`config.mk`:
```
export PLATFORM = sky130hd
export DESIGN_NAME = ttw_front
export DESIGN_NICKNAME = d
export VERILOG_FILES = /design/src/rtl/ttw_pkg.sv /design/src/rtl/ttw_front.sv
export SDC_FILE = /design/constraint.sdc
export NUM_CORES = 1
export LEC_CHECK = 0
export ABC_CLOCK_PERIOD_IN_PS = 2970
export BUFFER_PORTS_ARGS = -buffer_cell sky130_fd_sc_hd__buf_2
export CAP_MARGIN = 20
export CORE_MARGIN = 5
export CORE_UTILIZATION = 51
export DETAILED_ROUTE_END_ITERATION = 8
export PLACE_DENSITY = 0.89
export SKIP_CTS_REPAIR_TIMING = 1
export SYNTH_ARGS = -nofsm -noshare
export SYNTH_HDL_FRONTEND = slang
export SYNTH_SLANG_ARGS = --single-unit
```
`constraint.sdc`:
```
create_clock -name clk -period 2.97 [get_ports clk]
set_input_delay 0.4455 -clock clk [delete_from_list [all_inputs] [get_ports clk]]
set_output_delay 0.4455 -clock clk [all_outputs]
set_load 0.02 [all_outputs]
```
`src/rtl/ttw_pkg.sv`:
```
// Shared types and codes for the text terminal writer.
package ttw_pkg;

  // Codes of the kind field of a command word.
  localparam logic [1:0] KIND_PUT   = 2'd0;
  localparam logic [1:0] KIND_CLEAR = 2'd1;
  localparam logic [1:0] KIND_READ  = 2'd2;

  // Control bytes recognized by a put command.
  localparam logic [7:0] NEWLINE_CODE = 8'd10;
  localparam logic [7:0] RETURN_CODE  = 8'd13;

  // Operations handed from the front end to the execution unit.
  typedef enum logic [2:0] {
    OP_PRINT,
    OP_NEWLINE,
    OP_RETURN,
    OP_CLEAR,
    OP_READ,
    OP_NOP
  } op_t;

  // Command word as it arrives on the input channel.
  typedef struct packed {
    logic [1:0]  kind;
    logic [7:0]  char_code;
    logic [7:0]  color;
    logic [10:0] read_index;
  } cmd_word_t;

  // Response word as it leaves on the output channel.
  typedef struct packed {
    logic [15:0] cell_data;
    logic [4:0]  cursor_row;
    logic [6:0]  cursor_column;
  } rsp_word_t;

  // Decoded operation held in the queue between front and back.
  typedef struct packed {
    op_t         op;
    logic [7:0]  char_code;
    logic [7:0]  color;
    logic [10:0] read_index;
  } task_t;

endpackage

```
`src/rtl/ttw_front.sv`:
```
// Front end: accepts command words, decodes them and queues them for execution.
module ttw_front (
  input  logic              clk,
  input  logic              rst,
  input  logic              cmd_valid,
  output logic              cmd_stall,
  input  ttw_pkg::cmd_word_t cmd,
  input  logic              accept_en,
  output logic              head_valid,
  output ttw_pkg::task_t    head,
  input  logic              pop
);
  import ttw_pkg::*;

  task_t       slots [2];
  logic        wr_ptr;
  logic        rd_ptr;
  logic [1:0]  count;
  logic        push;
  task_t       decoded;

  // Decode the command word into an operation.
  always_comb begin
    decoded.char_code  = cmd.char_code;
    decoded.color      = cmd.color;
    decoded.read_index = cmd.read_index;
    case (cmd.kind)
      KIND_PUT: begin
        if (cmd.char_code == NEWLINE_CODE) begin
          decoded.op = OP_NEWLINE;
        end else if (cmd.char_code == RETURN_CODE) begin
          decoded.op = OP_RETURN;
        end else begin
          decoded.op = OP_PRINT;
        end
      end
      KIND_CLEAR: decoded.op = OP_CLEAR;
      KIND_READ:  decoded.op = OP_READ;
      default:    decoded.op = OP_NOP;
    endcase
  end

  // The queue takes a word while it has room and the store is initialized.
  assign cmd_stall  = (count == 2'd2) || !accept_en;
  assign push       = cmd_valid && !cmd_stall;
  assign head_valid = (count != 2'd0);
  assign head       = slots[rd_ptr];

  // Two-entry queue storage.
  always_ff @(posedge clk) begin
    if (push) begin
      slots[wr_ptr] <= decoded;
    end
  end

  // Queue pointers and fill level.
  always_ff @(posedge clk) begin
    if (rst) begin
      wr_ptr <= 1'b0;
      rd_ptr <= 1'b0;
      count  <= 2'd0;
    end else begin
      if (push) begin
        wr_ptr <= ~wr_ptr;
      end
      if (pop) begin
        rd_ptr <= ~rd_ptr;
      end
      count <= count + {1'b0, push} - {1'b0, pop};
    end
  end

endmodule

```
=== After elaboration in Yosys (flattened, before gate mapping) ===
Memory sizes are Yosys's and may differ from the RTL's. A register that Yosys moved wholly into a read port is not among the register bits.
Cells that the tools add are included.

* Output and inout bits: 32
* Bits of input ports: 34
* Logic and storage cells: 26
* Memory bits (writable): 60
* Memories kept: 1
* Register bits: 4

* Equality and inequality tests: 5
* Add/subtract/negate cells: 2
* Mux-type cells: 7
* Reduce and logical (&&, ||, !) cells: 6
* Bitwise logic cells: 2

{| class="wikitable"
|+ Memories
! name !! depth !! width !! rd ports !! clocked after memory_dff !! write ports !! RTL line !! text
|-
| slots || 2 || 30 || 1 || 1 || 1 || ttw_front.sv:15 || <nowiki>task_t slots [2];</nowiki>
|}

{| class="wikitable"
|+ Operators by type and width
! operator !! number
|-
| 8-bit by 4-bit equality test with 1-bit output (second input constant) || 2
|-
| 3-bit case mux with 3 select lines || 1
|-
| 2-bit equality test (second input constant) || 2
|-
| 1-bit two-way mux || 4
|-
| 2-bit two-way mux || 2
|-
| 2-bit by 1-bit adder with 2-bit output || 1
|-
| 2-bit by 1-bit equality test with 1-bit output (second input constant) || 1
|-
| 1-bit zero test || 2
|-
| 2-bit zero test || 1
|-
| 1-bit NOT || 2
|-
| 2-bit nonzero test || 1
|-
| 2-bit by 1-bit subtractor with 2-bit output || 1
|-
| 1-bit logical AND || 1
|-
| 1-bit logical OR || 1
|}

=== Longest topological paths before layout ===
Gate-level depths: netlist of the first run.

* Depth in word-level cells: 6
* Depth in mapped cells: 8
* Gate-level depth less buffers: 8

=== Least setup slack after synthesis of the first run ===
OpenSTA, ideal clock, no wires.

* Kind: input-to-reg
* Start: in accept_en
* End: mem slots[0][0] (netlist name), enable pin
* Setup slack: 0.705 ns
* Data required time: 2.553 ns
* Setup time: 0.417 ns
* Cell stages on the path: 2
* Buffers on the path: 0
* Arrival time: 1.848 ns
* Cell sequence: o211ai_2 -> nor2_1

* Longest elaborated chain between the ends: 6

{| class="wikitable"
|+ RTL lines
! element !! RTL line !! text
|-
| start: declaration || ttw_front.sv:8 || <nowiki>input logic accept_en,</nowiki>
|-
| 1-bit zero test || ttw_front.sv:44 || <nowiki>assign cmd_stall = (count == 2'd2) || !accept_en;</nowiki>
|-
| 1-bit logical OR || ttw_front.sv:44 ||
|-
| 1-bit zero test || ttw_front.sv:45 || <nowiki>assign push = cmd_valid && !cmd_stall;</nowiki>
|-
| 1-bit logical AND || ttw_front.sv:45 ||
|-
| 1-bit two-way mux || ttw_front.sv:51 || <nowiki>if (push) begin</nowiki>
|-
| 1-bit two-way mux (not written as such) || ttw_front.sv:52 || <nowiki>slots[wr_ptr] <= decoded;</nowiki>
|-
| end: declaration || ttw_front.sv:15 ||
|}

No other way between the ends.

==> results of run 1 <==
-- logic make-up after synthesis --
logic type	synth area share
compound gates	0.0164
mux	0.143
simple gates	0.0241
fa+ha+maj	0.0103
buf+inv	0.0154
xor+xnor	0.0108
flops	0.780
-- registers in the layout, indices dropped and copies added, names as in the netlist, named ones only --
name / count
slots: 60
count: 2
rd_ptr: 1
wr_ptr: 1
-- cell usage in the layout (no fill, tap or decap), drive strengths merged, types with 2 or more instances in the layout --
cell type,synthesis,final
clkinvlp,0,2
nor2,7,7
edfxtp,60,60
inv,5,5
mux2,31,31
clkbuf,1,11
xnor2,3,3
buf,3,68
dfxtp,5,5
ha,2,2
clkinv,0,3
-- routing by layer --
metal  GRT usage  up-vias  routed length (µm)
met3      0.0556       10                 312
met2       0.216       53                1980
met4      0.0876        0                  89
met1       0.166      636                1670
li1            -      632                   -
met5           0        -                   0
-- metrics by stage --
stage               hold slack (ns)  utilization
finish                        0.303        0.647
global placement              0.495        0.608
detailed placement            0.511        0.608
floorplan                     0.480            -
CTS                           0.285        0.647
global route                  0.280        0.647
-- cell usage after synthesis, drive strengths merged --
master	instances
o21ai	1
o41ai	1
o211ai	1
clkbuf	1
dfxtp	5
mux2	31
buf	3
ha	2
nand4	1
edfxtp	60
nor4	1
or2	1
nor2	7
xnor2	3
inv	5
o22ai	1
nor2b	1
nand3b	1
-- layout make-up --
type,instances,area (µm²),area share
timing repair buffer,68,360,0.119
multi-input combinational,52,504,0.166
tap,54,67.6,0.0223
clock inverter,5,30.0,0.00990
inverter,5,18.8,0.00619
clock buffer,11,151,0.0499
sequential,65,1900,0.627
-- path summary, 6_finish.rpt --
| path | from | endpoint |
|---|---|---|
| setup / recovery | register | head[23] |
| hold / removal | cmd[5] | slots[1][5] |
| setup reg to reg | count[1] | count[1] |
| hold reg to reg | rd_ptr | rd_ptr |
-- power breakdown --
group / switching (µW) / internal (µW)
logic: 165 / 123
registers: 21.5 / 1060
clock network: 310 / 343
total: 497 / 1530
==> impl_metrics.json, run 1 <==
{
  "synth_top_area_share": 0.739,
  "fin_crit_sh": 0.733,
  "crit_path_end_kind": "primary output",
  "fmax_ghz": 0.459,
  "pre_cts_slack_ns": 1.11,
  "pin_count": 66,
  "hold_path_class": "in -> reg",
  "cpMaxStageDelayCell": "dfxtp_1",
  "ys_seq_area_frac": 0.780,
  "viasPerCell": 5.12,
  "synthesis.area_um2": 2440,
  "crit_required_ns": 2.52,
  "powerDensity_nw_per_um2": 667,
  "final_cells": 260,
  "antenna_found_initial": 0,
  "crit_chain": "buf_12 > mux2_2 > buf_2",
  "cts.clk_slew.worst_paths_ns": 0.07,
  "vias": 1331,
  "setup_violations": 0,
  "grt_pass1_vias": 1393,
  "max_cap_viol_count": 0,
  "grt_max_degree": 31,
  "placed_area_um2": 2850,
  "start_util": 0.520,
  "rows": 25,
  "routed_wirelength_um": 4050,
  "final_antenna_net_count": 0,
  "avgSynthCellArea_um2": 19.4,
  "r2r_cells": 8,
  "cts_inserted_buffers": 9,
  "clk_latency_ns": 0.33,
  "cp.arrival_ns": 1.73,
  "die_w_um": 79.2,
  "cts-root-buf": "clkbuf_8",
  "critPathTopFamily": "flip-flops",
  "relSlewSlack": 0.657,
  "syn_to_final_growth_pct": 24.4,
  "leakagePower_uw": 0.00115,
  "slew_viol_final": 0,
  "num-fill-cells": 341,
  "syn-num-nets": 162,
  "setup_tns_ns": 0,
  "gp_congestion": 0.695,
  "slowest_delay_ns": 0.64,
  "path_buf_inv": 2,
  "synthTopCellsByArea": "edfxtp_1 (74%), mux2_2 (14%), dfxtp_1 (4.1%)",
  "synth.distinct_cells": 18,
  "cts_sinks": 65,
  "ir_drop_mv": 0.346,
  "nNetsFinal": 237,
  "drc": 0,
  "hpwl_um": 2860,
  "synth_seq_cells": 65,
  "min_path_cells": 1,
  "clock_skew_ns": 0.00459,
  "io_buffers": 65,
  "finalCriticalPeriod_ns": 2.18,
  "status": "finished, final reports clean",
  "antenna_cells": 0,
  "dp.cells": 244,
  "crit_fanout": 20,
  "die_h_um": 79.2,
  "cp.depth": 3,
  "synth_cells": 126,
  "critPathLaunchType": "register",
  "power_uw": 2030,
  "drive_gt1_frac": 0.583,
  "ys_warn_count": 0,
  "cts_max_path_buffers": 2,
  "synth_area_leader_cell": "edfxtp_1",
  "ctsHtreeMaxLevel": 3,
  "grt_setup_unrepaired": "false",
  "worst_pin_slew_ns": 0.514,
  "finalHoldViolations": 0,
  "worst-setup-path-type": "reg -> out",
  "cts_tree": "done",
  "fin_ws_ns": 0.792,
  "avgRoutedWirePerCell_um": 15.6,
  "die_area_um2": 6260,
  "core_area_um2": 4690,
  "drt_pass1_iterations": 4,
  "overflow": 0,
  "design_area_um2": 3030,
  "track_usage": 0.141,
  "r2r_slack_ns": 1.40,
  "grt_first_pass_wirelength_um": 6430,
  "drtIter0Drc": 78
}
No activity file was read; power rests on OpenSTA's default activity.
==> run 2, diff against run 1 <==
--- a/config.mk
+++ b/config.mk
@@ -5,7 +5,7 @@
 export SDC_FILE = /design/constraint.sdc
 export NUM_CORES = 1
 export LEC_CHECK = 0
-export ABC_CLOCK_PERIOD_IN_PS = 2970
+export ABC_CLOCK_PERIOD_IN_PS = 2100
 export BUFFER_PORTS_ARGS = -buffer_cell sky130_fd_sc_hd__buf_2
 export CAP_MARGIN = 20
 export CORE_MARGIN = 5
==> constraint.sdc (replaced) <==
create_clock -name clk -period 2.1 [get_ports clk]
set_input_delay 0.315 -clock clk [delete_from_list [all_inputs] [get_ports clk]]
set_output_delay 0.315 -clock clk [all_outputs]
set_load 0.02 [all_outputs]
==> impl_metrics.json, run 2 (synthesis results as in run 1) <==
{
  "whs_ns": 0.170,
  "worst_pin_slew_ns": 0.400,
  "ctsHtreeMaxLevel": 3,
  "r2r_cells": 8,
  "p_seq_frac": 0.478,
  "p_int_uw": 2460,
  "die_w_um": 79.2,
  "finalCriticalPeriod_ns": 1.88,
  "largest_reg_flops": 60,
  "netSwitchingFraction": 0.229,
  "grt_setup_unrepaired": "false",
  "regMostFlops": "slots",
  "crit_required_ns": 1.78,
  "fin_crit_sh": 0.897,
  "clock_skew_ns": 0.00542,
  "overflow": 0,
  "ir_drop_mv": 0.786,
  "crit_fanout": 30,
  "clkPwrFrac": 0.393,
  "min_path_cells": 1,
  "antenna_cells": 0,
  "vias": 1319,
  "cp.arrival_ns": 1.57,
  "core_area_um2": 4690,
  "cts_inserted_buffers": 9,
  "gp_congestion": 0.695,
  "grt_pass1_vias": 1392,
  "mostFrequentLayoutCells": "buf_2 (65), edfxtp_1 (60), mux2_2 (31)",
  "crit_path_end_kind": "primary output",
  "reg.largest.list": "slots x60, count x2",
  "critPathLaunchType": "register",
  "drive_gt1_frac": 0.583,
  "finalHoldViolations": 0,
  "routed_wirelength_um": 4160,
  "max_cap_viol_count": 0,
  "post-route-util": 0.657,
  "drc": 0,
  "grt_max_degree": 31,
  "die_h_um": 79.2,
  "drtIter0Drc": 55,
  "final_common_cell": "buf_2",
  "power_uw": 3190,
  "grt_first_pass_wirelength_um": 6640,
  "hold_path_class": "in -> reg",
  "fmax_ghz": 0.531,
  "syn_to_final_growth_pct": 26.4,
  "setup_violations": 0,
  "io_buffers": 65,
  "switchingPower_uw": 730,
  "worst-setup-path-type": "reg -> out",
  "die_area_um2": 6260,
  "clk_latency_ns": 0.33,
  "cts-root-buf": "clkbuf_8",
  "cts.clk_slew.worst_paths_ns": 0.07,
  "hpwl_um": 2830,
  "viasPerCell": 5.07,
  "pin_count": 66,
  "cts_max_path_buffers": 2,
  "final_antenna_net_count": 0,
  "cts_sinks": 65,
  "track_usage": 0.143,
  "start_util": 0.520,
  "avgRoutedWirePerCell_um": 16.0,
  "cts_tree": "done",
  "share_comb_of_total_power": 0.129,
  "drt_pass1_iterations": 4,
  "r2r_slack_ns": 0.53,
  "leakagePower_uw": 0.00117,
  "powerDensity_nw_per_um2": 1030,
  "slew_viol_final": 0,
  "rows": 25,
  "antenna_found_initial": 0,
  "nNetsFinal": 237,
  "status": "finished, final reports clean",
  "relSlewSlack": 0.733
}
run 2: cell count changes in the layout (fill, tap and decap cells not counted):
cell / before / now
buf_12: 1 / 0
bufinv_16: 0 / 3
buf_4: 2 / 3
clkbuf_8: 11 / 9
clkinv_2: 3 / 1
clkinv_4: 0 / 1
run 2: worst max-delay path: stages (launching register included):
cell	delay, ns
dfxtp_1	0.32
buf_4	0.36
mux2_2	0.39
buf_2	0.16
run 2: layer usage:
layer / GRT usage / share of wire / wire length, µm / up-vias
met5: 0 / 0 / 0 / -
met4: 0.0773 / 0.019 / 77 / 0
met3: 0.0476 / 0.077 / 322 / 9
met2: 0.226 / 0.49 / 2050 / 43
met1: 0.172 / 0.41 / 1710 / 636
li1: - / - / - / 631
run 2: path summary, 6_finish.rpt:
path | startpoint | end
max | register | head[23]
min | cmd[4] | slots[0][4]
max reg2reg | count[1] | count[1]
min reg2reg | rd_ptr | rd_ptr
run 2: layout make-up:
class / instances / area (µm²)
flip-flops and latches: 65 / 1900
fillers: 335 / 1610
multi-input cells: 52 / 504
repair buffers: 68 / 348
clock buffers: 9 / 124
clock inverters: 7 / 119
well taps: 54 / 67.6
inverters: 5 / 18.8
run 2: through the flow:
stage / worst slack [ns] / setup TNS [ns] / instance area (µm²) / cells
2_1_floorplan: -0.105 / -6.30 / 2440 / 126
3_3_place_gp: 0.572 / 0 / 2840 / 244
3_5_place_dp: 0.534 / 0 / 2840 / 244
4_1_cts: 0.180 / 0 / 3080 / 260
5_1_grt: 0.129 / 0 / 3080 / 260
6_report: 0.216 / 0 / 3080 / 260
run 2: power by group through the flow:
stage | clock network [µW] | registers (µW) | logic (µW)
global route | 1330 | 1530 | 451
detailed placement | 0 | 1550 | 417
finish | 1250 | 1520 | 412
global placement | 0 | 1550 | 412
floorplan | 0 | 1550 | 272
CTS | 1270 | 1530 | 420
